===== src/slpe_pkg.sv =====
// shared types, register indexes, mode codes and color constants
// for the status LED pattern engine; no dependencies
package slpe_pkg;

  // time base and scan counter
  localparam int TIME_W = 32;
  localparam int CNT_W  = $clog2(TIME_W + 1);

  // configuration port
  localparam int CFG_IDX_W  = 2;
  localparam int CFG_DATA_W = 16;

  localparam logic [CFG_IDX_W-1:0] REG_MODE   = 2'd0;
  localparam logic [CFG_IDX_W-1:0] REG_BRIGHT = 2'd1;
  localparam logic [CFG_IDX_W-1:0] REG_SLOW   = 2'd2;
  localparam logic [CFG_IDX_W-1:0] REG_FAST   = 2'd3;

  // pattern modes
  localparam logic [2:0] MODE_OFF     = 3'd0;
  localparam logic [2:0] MODE_SOLID   = 3'd1;
  localparam logic [2:0] MODE_SLOW    = 3'd2;
  localparam logic [2:0] MODE_FAST    = 3'd3;
  localparam logic [2:0] MODE_RAINBOW = 3'd4;
  localparam logic [2:0] MODE_SOS     = 3'd5;

  // register reset values
  localparam logic [2:0]  MODE_RST   = MODE_OFF;
  localparam logic [7:0]  BRIGHT_RST = 8'd32;
  localparam logic [15:0] SLOW_RST   = 16'd1000;
  localparam logic [15:0] FAST_RST   = 16'd200;

  // sos sequence
  localparam int         SOS_W     = 5;
  localparam logic [4:0] SOS_LAST  = 5'd17;
  localparam logic [4:0] SOS_STEPS = 5'd18;

  // hue arithmetic
  localparam logic [4:0] HUE_DIV    = 5'd12;
  localparam logic [8:0] HUE_MOD    = 9'd255;
  localparam logic [7:0] HUE_SECTOR = 8'd43;
  localparam logic [7:0] RAINBOW_V  = 8'd200;

  // scaler length, one brightness bit per cycle
  localparam int         SCALE_W    = 4;
  localparam logic [3:0] SCALE_LAST = 4'd8;

  // pixel, red in the low byte
  typedef struct packed {
    logic [7:0] blue;
    logic [7:0] green;
    logic [7:0] red;
  } rgb_t;

  localparam rgb_t COLOR_BLACK = '{blue: 8'd0,   green: 8'd0,   red: 8'd0};
  localparam rgb_t COLOR_SOLID = '{blue: 8'd255, green: 8'd80,  red: 8'd0};
  localparam rgb_t COLOR_SLOW  = '{blue: 8'd160, green: 8'd180, red: 8'd0};
  localparam rgb_t COLOR_FAST  = '{blue: 8'd0,   green: 8'd140, red: 8'd255};
  localparam rgb_t COLOR_SOS   = '{blue: 8'd0,   green: 8'd0,   red: 8'd255};

  // controller states
  typedef enum logic [5:0] {
    ST_IDLE  = 6'b000001,
    ST_SCAN  = 6'b000010,
    ST_DEC   = 6'b000100,
    ST_HSV1  = 6'b001000,
    ST_HSV2  = 6'b010000,
    ST_SCALE = 6'b100000
  } state_t;

  // sos on/off interval per step, the final step is the long pause
  function automatic logic [15:0] sos_interval(input logic [SOS_W-1:0] idx);
    logic [15:0] iv;
    case (idx)
      5'd5, 5'd6, 5'd8, 5'd10, 5'd11: iv = 16'd450;
      SOS_LAST:                       iv = 16'd1000;
      default:                        iv = 16'd150;
    endcase
    return iv;
  endfunction

endpackage


===== src/status_led_pattern_engine_core.sv =====
// top level of the status LED pattern engine: controller, serial time pass,
// rainbow color wheel and output register; uses slpe_pkg and slpe_scale
//
// Each transfer on the in_ channel carries a millisecond timestamp; depending
// on the pattern mode it yields zero or one pixel on the out_ channel, each
// channel scaled by brightness as (c * brightness) >> 8. The timestamp is
// processed one bit per cycle: a serial pass computes the wrapped elapsed
// time since the last toggle, compares it with the active period and divides
// the time by 12 modulo 255 for the rainbow hue. An item that gives no pixel
// goes through the pass, the decision and back to idle before the next
// transfer; an item with a pixel also goes through the bit-serial brightness
// scaler and its hand-off to the output register and, in rainbow mode,
// through the color-wheel states HSV1 and HSV2 before the scaler.
// A full output register that is not drained stalls the hand-off.
// A finished pixel sits in the output register, so the next timestamp may
// be taken while it waits. Writing a new mode clears the toggle time, lit
// flag and SOS step; the user must write configuration while the block is
// idle, the block itself does not enforce it.
module status_led_pattern_engine_core (
  input  logic                             clk,
  input  logic                             rst_n,
  // in_tdata: [31:0] now_ms
  input  logic                             in_tvalid,
  output logic                             in_tready,
  input  logic [31:0]                      in_tdata,
  // out_tdata: [7:0] red, [15:8] green, [23:16] blue
  output logic                             out_tvalid,
  input  logic                             out_tready,
  output logic [23:0]                      out_tdata,
  input  logic                             cfg_we,
  input  logic [slpe_pkg::CFG_IDX_W-1:0]   cfg_addr,
  input  logic [slpe_pkg::CFG_DATA_W-1:0]  cfg_wdata
);

  localparam int TW = slpe_pkg::TIME_W;

  // configuration
  logic [2:0]  mode_r, mode_nxt;
  logic [7:0]  bri_r, bri_nxt;
  logic [15:0] slow_r, slow_nxt;
  logic [15:0] fast_r, fast_nxt;

  // pattern state
  logic [TW-1:0]              last_r, last_nxt;
  logic                       lit_r, lit_nxt;
  logic [slpe_pkg::SOS_W-1:0] step_r, step_nxt;

  // controller
  slpe_pkg::state_t           state_r, state_nxt;
  logic [slpe_pkg::CNT_W-1:0] cnt_r, cnt_nxt;

  // serial time pass
  logic [TW-1:0] now_sh_r, now_sh_nxt;
  logic [TW-1:0] div_sh_r, div_sh_nxt;
  logic [15:0]   per_sh_r, per_sh_nxt;
  logic          borrow_r, borrow_nxt;
  logic          ge_r, ge_nxt;
  logic [3:0]    rem12_r, rem12_nxt;
  logic [7:0]    hue_r, hue_nxt;

  // color wheel
  logic [2:0] region_r, region_nxt;
  logic [7:0] hrem_r, hrem_nxt;

  // scaler and output
  slpe_pkg::rgb_t rgb_r, rgb_nxt;
  slpe_pkg::rgb_t sc_rgb;
  logic           sc_load, sc_done;
  logic           out_valid_r, out_valid_nxt;
  slpe_pkg::rgb_t out_rgb_r, out_rgb_nxt;

  // combinational helpers
  logic [slpe_pkg::SOS_W-1:0] sos_idx;
  logic                       ea, eb, ed;
  logic [4:0]                 r5;
  logic                       qbit;
  logic [8:0]                 a9;
  logic [7:0]                 hbase;
  logic [7:0]                 hdiff;
  logic [8:0]                 qa, ta;
  logic [16:0]                qp, tp;
  logic [7:0]                 wq, wt;
  logic                       out_free;

  assign sos_idx  = (step_r < slpe_pkg::SOS_STEPS) ? step_r : '0;
  assign out_free = !out_valid_r || out_tready;

  // elapsed = now - last, serial subtract LSB first, compared against period
  assign ea = now_sh_r[0];
  assign eb = last_r[0];
  assign ed = ea ^ eb ^ borrow_r;

  // division by 12 MSB first, quotient folded modulo 255
  assign r5   = {rem12_r, div_sh_r[TW-1]};
  assign qbit = (r5 >= slpe_pkg::HUE_DIV);
  assign a9   = {hue_r, qbit};

  // hue sector and offset within it
  always_comb begin
    if (hue_r >= 8'd215) begin
      region_nxt = 3'd5;
      hbase      = 8'd215;
    end else if (hue_r >= 8'd172) begin
      region_nxt = 3'd4;
      hbase      = 8'd172;
    end else if (hue_r >= 8'd129) begin
      region_nxt = 3'd3;
      hbase      = 8'd129;
    end else if (hue_r >= 8'd86) begin
      region_nxt = 3'd2;
      hbase      = 8'd86;
    end else if (hue_r >= slpe_pkg::HUE_SECTOR) begin
      region_nxt = 3'd1;
      hbase      = slpe_pkg::HUE_SECTOR;
    end else begin
      region_nxt = 3'd0;
      hbase      = 8'd0;
    end
    hdiff    = hue_r - hbase;
    hrem_nxt = 8'(hdiff * 8'd6);
  end

  // with full saturation: q = v*(256-rem)>>8 (255 at rem 0), t = v*(rem+1)>>8
  assign qa = (hrem_r == 8'd0) ? 9'd255 : (9'd256 - {1'b0, hrem_r});
  assign ta = {1'b0, hrem_r} + 9'd1;
  assign qp = 17'(qa) * 17'(slpe_pkg::RAINBOW_V);
  assign tp = 17'(ta) * 17'(slpe_pkg::RAINBOW_V);
  assign wq = qp[15:8];
  assign wt = tp[15:8];

  // controller, pattern state and configuration
  always_comb begin
    mode_nxt      = mode_r;
    bri_nxt       = bri_r;
    slow_nxt      = slow_r;
    fast_nxt      = fast_r;
    last_nxt      = last_r;
    lit_nxt       = lit_r;
    step_nxt      = step_r;
    state_nxt     = state_r;
    cnt_nxt       = cnt_r;
    now_sh_nxt    = now_sh_r;
    div_sh_nxt    = div_sh_r;
    per_sh_nxt    = per_sh_r;
    borrow_nxt    = borrow_r;
    ge_nxt        = ge_r;
    rem12_nxt     = rem12_r;
    hue_nxt       = hue_r;
    rgb_nxt       = rgb_r;
    sc_load       = 1'b0;
    out_valid_nxt = out_valid_r;
    out_rgb_nxt   = out_rgb_r;

    // output register drains on transfer
    if (out_valid_r && out_tready) begin
      out_valid_nxt = 1'b0;
    end

    case (state_r)
      slpe_pkg::ST_IDLE: begin
        if (in_tvalid) begin
          now_sh_nxt = in_tdata;
          div_sh_nxt = in_tdata;
          case (mode_r)
            slpe_pkg::MODE_SLOW: per_sh_nxt = slow_r;
            slpe_pkg::MODE_FAST: per_sh_nxt = fast_r;
            slpe_pkg::MODE_SOS:  per_sh_nxt = slpe_pkg::sos_interval(sos_idx);
            default:             per_sh_nxt = '0;
          endcase
          borrow_nxt = 1'b0;
          ge_nxt     = 1'b1;
          rem12_nxt  = '0;
          hue_nxt    = '0;
          cnt_nxt    = '0;
          state_nxt  = slpe_pkg::ST_SCAN;
        end
      end

      slpe_pkg::ST_SCAN: begin
        // elapsed bit against period bit, later bits decide
        borrow_nxt = (~ea & eb) | (~(ea ^ eb) & borrow_r);
        if (ed != per_sh_r[0]) begin
          ge_nxt = ed;
        end
        now_sh_nxt = {ea, now_sh_r[TW-1:1]};
        last_nxt   = {eb, last_r[TW-1:1]};
        per_sh_nxt = {1'b0, per_sh_r[15:1]};
        // hue quotient bit
        rem12_nxt  = qbit ? 4'(r5 - slpe_pkg::HUE_DIV) : r5[3:0];
        hue_nxt    = (a9 >= slpe_pkg::HUE_MOD) ? 8'(a9 - slpe_pkg::HUE_MOD) : a9[7:0];
        div_sh_nxt = {div_sh_r[TW-2:0], 1'b0};
        cnt_nxt    = cnt_r + 1'b1;
        if (cnt_r == slpe_pkg::CNT_W'(TW - 1)) begin
          state_nxt = slpe_pkg::ST_DEC;
        end
      end

      slpe_pkg::ST_DEC: begin
        // shift registers are back in place, now_sh_r holds the timestamp
        state_nxt = slpe_pkg::ST_IDLE;
        case (mode_r)
          slpe_pkg::MODE_SOLID: begin
            lit_nxt   = 1'b1;
            rgb_nxt   = slpe_pkg::COLOR_SOLID;
            sc_load   = 1'b1;
            state_nxt = slpe_pkg::ST_SCALE;
          end
          slpe_pkg::MODE_SLOW, slpe_pkg::MODE_FAST: begin
            if (ge_r) begin
              lit_nxt  = !lit_r;
              last_nxt = now_sh_r;
              if (lit_r) begin
                rgb_nxt = slpe_pkg::COLOR_BLACK;
              end else if (mode_r == slpe_pkg::MODE_SLOW) begin
                rgb_nxt = slpe_pkg::COLOR_SLOW;
              end else begin
                rgb_nxt = slpe_pkg::COLOR_FAST;
              end
              sc_load   = 1'b1;
              state_nxt = slpe_pkg::ST_SCALE;
            end
          end
          slpe_pkg::MODE_RAINBOW: begin
            lit_nxt   = 1'b1;
            state_nxt = slpe_pkg::ST_HSV1;
          end
          slpe_pkg::MODE_SOS: begin
            if (ge_r) begin
              lit_nxt   = !sos_idx[0];
              step_nxt  = (sos_idx == slpe_pkg::SOS_LAST) ? '0 : sos_idx + 1'b1;
              last_nxt  = now_sh_r;
              rgb_nxt   = sos_idx[0] ? slpe_pkg::COLOR_BLACK : slpe_pkg::COLOR_SOS;
              sc_load   = 1'b1;
              state_nxt = slpe_pkg::ST_SCALE;
            end
          end
          default: begin
            // off, and the unused codes
            if (lit_r) begin
              lit_nxt   = 1'b0;
              rgb_nxt   = slpe_pkg::COLOR_BLACK;
              sc_load   = 1'b1;
              state_nxt = slpe_pkg::ST_SCALE;
            end
          end
        endcase
      end

      slpe_pkg::ST_HSV1: begin
        state_nxt = slpe_pkg::ST_HSV2;
      end

      slpe_pkg::ST_HSV2: begin
        // value 200, p is zero at full saturation
        case (region_r)
          3'd0:    rgb_nxt = '{blue: 8'd0, green: wt, red: slpe_pkg::RAINBOW_V};
          3'd1:    rgb_nxt = '{blue: 8'd0, green: slpe_pkg::RAINBOW_V, red: wq};
          3'd2:    rgb_nxt = '{blue: wt, green: slpe_pkg::RAINBOW_V, red: 8'd0};
          3'd3:    rgb_nxt = '{blue: slpe_pkg::RAINBOW_V, green: wq, red: 8'd0};
          3'd4:    rgb_nxt = '{blue: slpe_pkg::RAINBOW_V, green: 8'd0, red: wt};
          default: rgb_nxt = '{blue: wq, green: 8'd0, red: slpe_pkg::RAINBOW_V};
        endcase
        sc_load   = 1'b1;
        state_nxt = slpe_pkg::ST_SCALE;
      end

      slpe_pkg::ST_SCALE: begin
        if (sc_done && out_free) begin
          out_valid_nxt = 1'b1;
          out_rgb_nxt   = sc_rgb;
          state_nxt     = slpe_pkg::ST_IDLE;
        end
      end

      default: begin
        state_nxt = slpe_pkg::ST_IDLE;
      end
    endcase

    // register writes
    if (cfg_we) begin
      case (cfg_addr)
        slpe_pkg::REG_MODE: begin
          if (cfg_wdata[2:0] != mode_r) begin
            mode_nxt = cfg_wdata[2:0];
            last_nxt = '0;
            lit_nxt  = 1'b0;
            step_nxt = '0;
          end
        end
        slpe_pkg::REG_BRIGHT: bri_nxt  = cfg_wdata[7:0];
        slpe_pkg::REG_SLOW:   slow_nxt = cfg_wdata;
        slpe_pkg::REG_FAST:   fast_nxt = cfg_wdata;
        default: ;
      endcase
    end
  end

  // control and configuration registers
  always_ff @(posedge clk) begin
    if (!rst_n) begin
      mode_r      <= slpe_pkg::MODE_RST;
      bri_r       <= slpe_pkg::BRIGHT_RST;
      slow_r      <= slpe_pkg::SLOW_RST;
      fast_r      <= slpe_pkg::FAST_RST;
      last_r      <= '0;
      lit_r       <= 1'b0;
      step_r      <= '0;
      state_r     <= slpe_pkg::ST_IDLE;
      cnt_r       <= '0;
      out_valid_r <= 1'b0;
    end else begin
      mode_r      <= mode_nxt;
      bri_r       <= bri_nxt;
      slow_r      <= slow_nxt;
      fast_r      <= fast_nxt;
      last_r      <= last_nxt;
      lit_r       <= lit_nxt;
      step_r      <= step_nxt;
      state_r     <= state_nxt;
      cnt_r       <= cnt_nxt;
      out_valid_r <= out_valid_nxt;
    end
  end

  // datapath registers
  always_ff @(posedge clk) begin
    now_sh_r  <= now_sh_nxt;
    div_sh_r  <= div_sh_nxt;
    per_sh_r  <= per_sh_nxt;
    borrow_r  <= borrow_nxt;
    ge_r      <= ge_nxt;
    rem12_r   <= rem12_nxt;
    hue_r     <= hue_nxt;
    region_r  <= region_nxt;
    hrem_r    <= hrem_nxt;
    rgb_r     <= rgb_nxt;
    out_rgb_r <= out_rgb_nxt;
  end

  // brightness scaler
  slpe_scale u_scale (
    .clk     (clk),
    .rst_n   (rst_n),
    .load    (sc_load),
    .bri     (bri_r),
    .rgb_in  (rgb_nxt),
    .done    (sc_done),
    .rgb_out (sc_rgb)
  );

  assign in_tready  = (state_r == slpe_pkg::ST_IDLE);
  assign out_tvalid = out_valid_r;
  assign out_tdata  = out_rgb_r;

endmodule


===== src/slpe_scale.sv =====
// bit-serial brightness scaler for the three color channels
// computes (c * brightness) >> 8 one brightness bit per cycle; uses slpe_pkg
module slpe_scale (
  input  logic           clk,
  input  logic           rst_n,
  input  logic           load,
  input  logic [7:0]     bri,
  input  slpe_pkg::rgb_t rgb_in,
  output logic           done,
  output slpe_pkg::rgb_t rgb_out
);

  logic [15:0]                  cand_r [3];
  logic [15:0]                  cand_nxt [3];
  logic [15:0]                  prod_r [3];
  logic [15:0]                  prod_nxt [3];
  logic [7:0]                   bsh_r, bsh_nxt;
  logic [slpe_pkg::SCALE_W-1:0] cnt_r, cnt_nxt;

  assign done = (cnt_r == slpe_pkg::SCALE_LAST);

  // shift-add step, all three lanes share the brightness bit
  always_comb begin
    bsh_nxt = bsh_r;
    cnt_nxt = cnt_r;
    for (int i = 0; i < 3; i++) begin
      cand_nxt[i] = cand_r[i];
      prod_nxt[i] = prod_r[i];
    end
    if (load) begin
      cand_nxt[0] = {8'd0, rgb_in.red};
      cand_nxt[1] = {8'd0, rgb_in.green};
      cand_nxt[2] = {8'd0, rgb_in.blue};
      for (int i = 0; i < 3; i++) begin
        prod_nxt[i] = '0;
      end
      bsh_nxt = bri;
      cnt_nxt = '0;
    end else if (!done) begin
      for (int i = 0; i < 3; i++) begin
        prod_nxt[i] = prod_r[i] + (bsh_r[0] ? cand_r[i] : 16'd0);
        cand_nxt[i] = {cand_r[i][14:0], 1'b0};
      end
      bsh_nxt = {1'b0, bsh_r[7:1]};
      cnt_nxt = cnt_r + 1'b1;
    end
  end

  // counter is control, lanes are payload
  always_ff @(posedge clk) begin
    if (!rst_n) begin
      cnt_r <= '0;
    end else begin
      cnt_r <= cnt_nxt;
    end
  end

  always_ff @(posedge clk) begin
    bsh_r <= bsh_nxt;
    for (int i = 0; i < 3; i++) begin
      cand_r[i] <= cand_nxt[i];
      prod_r[i] <= prod_nxt[i];
    end
  end

  assign rgb_out.red   = prod_r[0][15:8];
  assign rgb_out.green = prod_r[1][15:8];
  assign rgb_out.blue  = prod_r[2][15:8];

endmodule


===== config.mk =====
export PLATFORM = sky130hd
export DESIGN_NAME = status_led_pattern_engine_core
export DESIGN_NICKNAME = d
export VERILOG_FILES = /design/src/slpe_pkg.sv /design/src/status_led_pattern_engine_core.sv /design/src/slpe_scale.sv
export SDC_FILE = /design/constraint.sdc
export NUM_CORES = 1
export LEC_CHECK = 0
export ABC_CLOCK_PERIOD_IN_PS = 13300
export BUFFER_PORTS_ARGS = -buffer_cell sky130_fd_sc_hd__buf_4
export CAP_MARGIN = 30
export CELL_PAD_IN_SITES_DETAIL_PLACEMENT = 0
export CELL_PAD_IN_SITES_GLOBAL_PLACEMENT = 2
export CORE_ASPECT_RATIO = 0.8
export CORE_MARGIN = 1
export CORE_UTILIZATION = 42
export DETAILED_ROUTE_END_ITERATION = 8
export PLACE_DENSITY = 0.95
export SETUP_SLACK_MARGIN = 0.05
export SYNTH_ARGS = -nofsm -noshare
export SYNTH_HDL_FRONTEND = slang
export SYNTH_HIERARCHICAL = 1
export SYNTH_SLANG_ARGS = --single-unit

===== constraint.sdc =====
create_clock -name clk -period 13.3 [get_ports clk]
set_input_delay 2.66 -clock clk [delete_from_list [all_inputs] [get_ports clk]]
set_output_delay 2.66 -clock clk [all_outputs]
set_load 0.02 [all_outputs]

==> results_dict.tcl, run 1 <==
set metrics [dict create \
    min_period_over_period_pct 36.1 \
    cts-root-buf "clkbuf_16" \
    ys_ff_latch 354 \
    timing.hold.ws_ns 0.454 \
    synth.top_cell.area_share_pct 23.5 \
    worstPathRequired_ns 13.55 \
    die_w_um 241 \
    worst_pin_slew_ns 0.913 \
    synth_compound_area_share_pct 16.3 \
    start_util_pct 42.9 \
    cts_buffer_depth 3 \
    via_per_inst 5.31 \
    yosys.area_share.simple_pct 19.3 \
    setup_viol 0 \
    post_dp_cell_area_um2 20100 \
    post_cts_resize_count 0 \
    io_pins 81 \
    min_path_type "flip-flop to flip-flop" \
    synth_top_family_by_area "simple AND/OR/NAND/NOR gates" \
    grt_pass1_wl_mm 72.4 \
    final_antenna_net_count 0 \
    drt_iter0_markers 969 \
    clk_latency_ns 0.54 \
    dr.pass1.iters 5 \
    yosysMostFrequentCell "nand2_1" \
    grt_antenna_before_repair 0 \
    critPathArrivalTime_ns 5.05 \
    post_cts_buffers 0 \
    max_slew_margin_pct 37.6 \
    synth.cell_area_um2 19200 \
    crit_type "flip-flop to flip-flop" \
    period_needed_ns 4.80 \
    yosys.area.top_type "edfxtp_1" \
    tritoncts "done" \
    cp_max_fo 13 \
    finClkSkew_ns 0.0229 \
    synth_edf_count 150 \
    power_density_nw_per_um2 195 \
    avgSynthCellArea_um2 8.98 \
    rsz0062_at_grt "no" \
    wl_mm 43.4 \
    status "complete, no violations" \
    synthArstFlopShare_pct 0 \
    die_area_um2 46500 \
    ys.flop_type "dfxtp_1" \
    p_leak_nw 8.79 \
    maxSlewViolCount 0 \
    synth_xor_area_share_pct 3.54 \
    fin_total_pwr_mw 4.17 \
    chipHeight_um 193 \
    drc_errors 0 \
    via_count 14772 \
    grt_pass1_vias 14279 \
    grt_overflow 0 \
    cts.sinks 354 \
    antenna_cells 0 \
    core-area_um2 44700 \
    cts_hold_buf 0 \
    startpoint_type "flip-flop" \
    clk_pin_slew_ns 0.06 \
    yosysWarnings 6 \
    max_freq_mhz 208 \
    yosys-top-cells-area "edfxtp_1 23%, dfxtp_1 21%, nand2_1 9.7%, ha_1 7.9%, a21oi_1 5.1%" \
    numPlacedInstances 2707 \
    fp-row-count 69 \
    gp_congestion 0.855 \
    synth_cell_types 87 \
    final_util_pct 47.9 \
    finalWorstSetupSlack_ns 8.50 \
    synthAdderAreaFrac_pct 9.25 \
    dp_hpwl_mm 29.0 \
    fin_cells 2781 \
    wire_per_inst_um 15.6 \
    hold_viol 0 \
    tns_ns 0 \
    maxCapViolCount 0 \
    fin_nets 2337 \
    grt.total_usage_pct 18.9 \
    fin_area_um2 21400 \
    ys_top_cells_by_count "494 x nand2_1, 204 x dfxtp_1, 195 x a21oi_1" \
    synth_mux_area_share_pct 2.20 \
    port_buffers 80 \
    worstSetupEndpointType "flip-flop" \
    ir_drop_mv 0.213 \
    syn-num-nets 2325 \
    cts.htree.levels 2 \
    synthCells 2136 \
    drive_above_1_share_pct 9.83 \
    area_growth_pct 11.7 \
    pre_cts_slack_ns 8.51 \
    cts_buffers 39 \
    synth_seq_area_share_pct 44.8 \
    grt_max_degree 104 \
]
-- report_power, final --
| part | switching [mW] | internal, mW |
|---|---|---|
| logic | 1.11 | 0.727 |
| clock network | 0.448 | 0.620 |
| registers | 0.0551 | 1.21 |
-- per-layer routing --
metal | track usage (%) | part of all wire (%) | vias up
met5 | 0 | 0 | -
met4 | 4.53 | 1.6 | 0
met3 | 2.80 | 4.0 | 58
met2 | 30.3 | 44 | 286
met1 | 26.7 | 50 | 6937
li1 | - | - | 7491
-- logic make-up (layout without fill, tap and decap cells) --
group,count (synthesis),after routing
adder cells (fa/ha/maj),134,134
XOR/XNOR,76,76
buffers and inverters,202,244
other,1,1
AND/OR/NAND/NOR,830,830
flip-flops,354,354
multiplexers,40,40
AO/OA/AOI/OAI,499,499
-- worst max-delay path, cell delays in order (launching register included) --
cell	delay, ns
dfxtp_1	0.41
inv_1	0.11
ha_1	0.26
and4b_1	0.23
inv_1	0.35
nand2_1	0.17
ha_1	0.34
ha_1	0.28
inv_1	0.05
fa_1	0.52
inv_1	0.04
ha_1	0.37
o21a_1	0.23
o31a_1	0.13
o21a_1	0.17
nor2_1	0.11
xor2_1	0.34
o221ai_1	0.22
nand2_1	0.10
o21ai_0	0.09
-- layout by cell type, fill, tap and decap left out, types with 14 or more instances in the layout --
cell type  Yosys  layout
nand2_1      494     494
dfxtp_1      204     204
a21oi_1      195     194
edfxtp_1     150     150
ha_1         121     121
nor2_1       105     104
buf_4         24      98
o21ai_0       79      79
inv_1         69      66
and2_1        58      58
xnor2_1       46      46
nand3_1       42      42
a21o_1        40      40
clkbuf_16      0      39
a22oi_1       34      34
xor2_1        29      29
mux2i_1       23      23
nand2b_1      19      19
a31oi_1       19      19
nor3_1        18      18
mux2_2        17      17
o31ai_1       15      15
o22ai_1       15      15
nor2b_1       14      14
-- sequential cells by signal, indices dropped and copies added, names as in the netlist, 24 cells and up --
name,cells
rgb_r,24
out_tdata,24
div_sh_r,32
u_scale/cand_r,48
u_scale/prod_r,48
now_sh_r,32
last_r,32
-- path summary, 6_finish.rpt --
check,start,endpoint,slack (ns),cells after the start
hold reg to reg,slow_r[4],slow_r[4],0.45,2
setup reg to reg,hrem_r[1],u_scale/cand_r[0][37],8.50,19
hold / removal,slow_r[4],slow_r[4],0.45,2
setup / recovery,hrem_r[1],u_scale/cand_r[0][37],8.50,19
-- cell type report --
class	instances	area, um^2
Clock buffer	50	1050
Tap cell	603	754
Multi-Input combinational cell	1580	9730
Sequential cell	354	8590
Fill cell	4316	23300
Inverter	71	269
Clock inverter	21	203
Timing Repair Buffer	102	823
(Power assumes the default switching activity.)
==> run 2, diff against run 1 <==
- ABC_CLOCK_PERIOD_IN_PS: 13300 -> 4750
- CORE_UTILIZATION: 42 -> 39
- PLACE_DENSITY: 0.95 -> 0.9
- clock period: 13.3 -> 4.75 ns (I/O delays scaled with it)
==> results_dict.tcl, run 2 (synthesis results as in run 1) <==
set metrics [dict create \
    grt.total_usage_pct 17.6 \
    cts_buffers 40 \
    p_leak_nw 8.89 \
    period_needed_ns 4.38 \
    p_comb_share_pct 44.2 \
    wire_per_inst_um 15.8 \
    crit_start "hrem_r[4]" \
    min_to "out_tdata[15]" \
    maxCapViolCount 0 \
    status "complete, no violations" \
    final_antenna_net_count 0 \
    rrSetupSlack_ns 0.37 \
    pwr-share-clk_pct 26.5 \
    r2r.worst_path.cells 18 \
    max_freq_mhz 228 \
    post_dp_cell_area_um2 20200 \
    ir_drop_mv 0.712 \
    grt_pass1_vias 14341 \
    cts.sinks 354 \
    io_pins 81 \
    min-delay-start "u_scale/prod_r[0][31]" \
    gp_congestion 0.823 \
    p_int_mw 7.49 \
    clk_pin_slew_ns 0.06 \
    via_per_inst 5.28 \
    tns_ns 0 \
    p_seq_share_pct 29.2 \
    clk_latency_ns 0.57 \
    nFillCells 4695 \
    cts.htree.levels 2 \
    fin_area_um2 21600 \
    rsz0062_at_grt "no" \
    drc_errors 0 \
    hold_viol 0 \
    crit_type "flip-flop to flip-flop" \
    min_period_over_period_pct 92.3 \
    finClkSkew_ns 0.0294 \
    min_path_type "flip-flop to flip-flop" \
    sw_frac_of_total_pct 38.3 \
    layout_common_cells "494 x nand2_1, 202 x dfxtp_1, 194 x a21oi_1, 150 x edfxtp_1, 119 x ha_1" \
    setup_viol 0 \
    wl_mm 44.4 \
    fin_cells 2815 \
    top_regs "u_scale/cand_r (48), u_scale/prod_r (48)" \
    start_util_pct 39.6 \
    final_common_cell "nand2_1" \
    die_area_um2 50100 \
    worstPathRequired_ns 5.01 \
    min_path_cells 0 \
    grt_antenna_before_repair 0 \
    grt_max_degree 88 \
    antenna_cells 0 \
    worst_pin_slew_ns 0.972 \
    dr.pass1.iters 5 \
    dp_hpwl_mm 30.0 \
    tritoncts "done" \
    fin_nets 2343 \
    port_buffers 80 \
    cts-root-buf "clkbuf_16" \
    area_growth_pct 12.9 \
    die_w_um 250 \
    startpoint_type "flip-flop" \
    switching_power_mw 4.66 \
    worstReg2RegStart "hrem_r[4]" \
    numPlacedInstances 2740 \
    pre_cts_slack_ns 0.117 \
    chipHeight_um 200 \
    core-area_um2 48500 \
    grt_pass1_wl_mm 73.7 \
    drt_iter0_markers 923 \
    finalWorstSetupSlack_ns 0.368 \
    max_slew_margin_pct 34.7 \
    worstSetupEndpointType "flip-flop" \
    power_density_nw_per_um2 561 \
    cts_buffer_depth 3 \
    critPathArrivalTime_ns 4.64 \
    maxSlewViolCount 0 \
    timing.rr.end "u_scale/cand_r[0][7]" \
    grt_overflow 0 \
    drive_above_1_share_pct 10.6 \
    fp-row-count 72 \
    via_count 14860 \
    cp_max_fo 7 \
]
run 2: changes by cell type in the layout (fill, tap and decap cells not counted), sizes merged:
cell / previous run / this run
clkbuf: 50 / 57
buf: 102 / 107
clkinv: 17 / 15
clkinvlp: 2 / 0
bufinv: 3 / 4
inv: 70 / 69
run 2: layout make-up:
type | count | area, um^2 | share of cell area, %
Multi-Input combinational cell | 1580 | 9760 | 45.1
Sequential cell | 354 | 8590 | 39.7
Clock buffer | 57 | 1170 | 5.39
Timing Repair Buffer | 107 | 856 | 3.95
Tap cell | 629 | 787 | 3.64
Inverter | 71 | 269 | 1.24
Clock inverter | 17 | 213 | 0.983
run 2: metrics by stage:
step,hold WS (ns),util (%),power (mW)
after floorplan,0.426,-,7.39
after global placement,0.426,41.6,8.69
after detailed placement,0.427,41.7,8.75
after CTS,0.442,44.5,12.1
after global routing,0.451,44.7,13.0
final,0.441,44.7,12.1
run 2: repair_timing:
item                                    4_1_cts  5_1_grt
gates resized for setup                       0       11
hold buffers                                  0        0
endpoints found under the hold margin         0        0
endpoints found under the setup margin        0       14
setup buffers                                 0        0
run 2: power by group through the flow:
stage               Clock [mW]  Sequential, mW  Combinational [mW]
detailed placement           0            3.61                5.14
floorplan                    0            3.55                3.84
finish                    3.22            3.55                5.37
CTS                       3.32            3.55                5.19
global placement             0            3.61                5.09
global route              3.44            3.58                6.00
run 2: worst max path at each step:
stage	to	slack (ns)	cells past startpoint
CTS	u_scale/cand_r[0][22]	0.08	19
floorplan	u_scale/cand_r[0][38]	0.36	20
finish	u_scale/cand_r[0][7]	0.37	18
global route	u_scale/cand_r[0][37]	0.05	19
detailed placement	u_scale/cand_r[0][22]	0.12	19
global placement	u_scale/cand_r[0][38]	0.25	19
run 2: worst max-delay path, stage by stage (launching register included):
cell and delay [ns]:
dfxtp_1 0.38, inv_1 0.12, ha_1 0.23, and4b_1 0.23
inv_2 0.11, buf_4 0.17, nand2_1 0.07, ha_1 0.19
ha_1 0.30, fa_1 0.52, ha_2 0.31, nor2b_1 0.15
o31a_1 0.28, o32ai_2 0.31, xnor2_2 0.13, o211ai_1 0.17
o221ai_1 0.18, nand2_1 0.11, o21ai_0 0.11
run 2: routing by layer:
metal  track usage (%)  vias to the layer above  part of all wire [%]
li1                  -                     7491                     -
met2              26.7                      255                    43
met3              2.50                       55                   3.8
met1              25.9                     7059                    51
met5                 0                        -                     0
met4              5.26                        0                   2.1
==> run 3, diff against run 2 <==
- REMOVE_ABC_BUFFERS: not set -> 1
==> results_dict.tcl, run 3 (synthesis results as in run 1) <==
set metrics [dict create \
    grt.total_usage_pct 17.0 \
    min_path_cells 2 \
    maxCapViolCount 0 \
    status "complete, no violations" \
    r2r.worst_path.cells 19 \
    drt_iter0_markers 853 \
    max_slew_margin_pct 28.8 \
    final_util_pct 44.2 \
    fin_total_pwr_mw 11.7 \
    drc_errors 0 \
    ir_drop_mv 0.715 \
    via_count 14776 \
    cts-root-buf "clkbuf_16" \
    p_leak_nw 8.79 \
    chipHeight_um 200 \
    cts_buffer_depth 3 \
    p_comb_share_pct 44.3 \
    cts_hold_buf 0 \
    startpoint_type "flip-flop" \
    p_seq_share_pct 30.4 \
    fin_nets 2338 \
    finClkSkew_ns 0.0125 \
    antenna_cells 0 \
    area_growth_pct 11.8 \
    wire_per_inst_um 15.3 \
    critPathArrivalTime_ns 4.70 \
    grt_overflow 0 \
    nFillCells 4710 \
    die_w_um 250 \
    final_common_cell "nand2_1" \
    core-area_um2 48500 \
    tritoncts "done" \
    pwr-share-clk_pct 25.3 \
    pre_cts_slack_ns 0.186 \
    start_util_pct 39.6 \
    cts.htree.levels 2 \
    worst_pin_slew_ns 1.06 \
    grt_max_degree 68 \
    crit_type "flip-flop to flip-flop" \
    port_buffers 80 \
    cts_buffers 38 \
    die_area_um2 50100 \
    drive_above_1_share_pct 10.1 \
    via_per_inst 5.26 \
    min_path_type "flip-flop to flip-flop" \
    layout_common_cells "494 x nand2_1, 203 x dfxtp_1, 194 x a21oi_1, 150 x edfxtp_1, 121 x ha_1" \
    numPlacedInstances 2737 \
    power_density_nw_per_um2 545 \
    gp_congestion 0.870 \
    rsz0062_at_grt "yes" \
    final_antenna_net_count 0 \
    worstSetupEndpointType "flip-flop" \
    worstPathRequired_ns 5.02 \
    sw_frac_of_total_pct 38.3 \
    top_regs "u_scale/cand_r (48), u_scale/prod_r (48)" \
    max_freq_mhz 226 \
    hold_viol 0 \
    maxSlewViolCount 0 \
    cts.sinks 354 \
    io_pins 81 \
    grt_pass1_wl_mm 71.8 \
    fin_cells 2807 \
    finalWorstSetupSlack_ns 0.316 \
    grt_antenna_before_repair 0 \
    setup_viol 0 \
    grt_pass1_vias 14354 \
    clk_pin_slew_ns 0.06 \
    clk_latency_ns 0.54 \
    p_int_mw 7.21 \
    cp_max_fo 7 \
    wl_mm 42.9 \
    fp-row-count 72 \
    dp_hpwl_mm 29.5 \
    tns_ns 0 \
    min_period_over_period_pct 93.3 \
    period_needed_ns 4.43 \
    dr.pass1.iters 5 \
    switching_power_mw 4.48 \
]
## run 3: cell types whose count changed in the layout (fill, tap and decap cells not counted), moves of 2 or more
cell and delta:
bufinv_16 -3, clkbuf_8 +3, buf_4 -2, clkbuf_16 -2, clkinv_1 -2, ha_1 +2
ha_2 -2
## run 3: worst paths after layout
| check | from | endpoint | slack [ns] |
|---|---|---|---|
| min | slow_r[11] | slow_r[11] | 0.45 |
| max reg2reg | hrem_r[3] | u_scale/cand_r[0][7] | 0.32 |
| min reg2reg | slow_r[11] | slow_r[11] | 0.45 |
| max | hrem_r[3] | u_scale/cand_r[0][7] | 0.32 |
## run 3: repair_timing
item / 4_1_cts / 5_1_grt
setup buffers: 0 / 0
setup endpoints to repair: 0 / 10
resized for setup: 0 / 7
## run 3: routing by layer
metal | GRT usage [%] | routed length [um] | up-vias
li1 | - | - | 7477
met1 | 24.2 | 21300 | 7004
met2 | 26.9 | 19100 | 240
met3 | 3.01 | 1820 | 55
met4 | 4.03 | 688 | 0
met5 | 0 | 0 | -
## run 3: cell type report
class | count | area, um^2 | share of cell area [%]
clock buffers | 58 | 1160 | 5.40
clock inverters | 11 | 88.8 | 0.414
inverters | 71 | 269 | 1.25
multi-input cells | 1580 | 9750 | 45.5
flip-flops and latches | 354 | 8590 | 40.1
well taps | 629 | 787 | 3.67
repair buffers | 104 | 797 | 3.72
## run 3: per-stage QoR
step	cell area (um^2)	hold slack (ns)
global placement	20100	0.430
finish	21400	0.454
detailed placement	20100	0.439
CTS	21400	0.454
global route	21400	0.471
floorplan	18600	0.417
## run 3: critical path, stage by stage, from the launching register on
cell	delay, ns
dfxtp_1	0.43
inv_1	0.09
ha_1	0.24
and4b_1	0.24
inv_2	0.11
nand2_1	0.10
ha_1	0.31
ha_1	0.27
inv_1	0.05
fa_1	0.53
inv_1	0.05
ha_1	0.37
o21a_1	0.23
o31a_1	0.16
o32ai_2	0.29
xnor2_1	0.17
o211ai_1	0.18
o221ai_1	0.16
nand2_1	0.10
o21ai_0	0.08
## run 3: power groups by stage
stage	Combinational [mW]	Sequential [mW]	Clock [mW]
6_report	5.18	3.55	2.96
5_1_grt	5.78	3.58	3.17
4_1_cts	5.07	3.55	3.04
3_5_place_dp	5.04	3.62	0
3_3_place_gp	4.94	3.61	0
2_1_floorplan	3.78	3.58	0
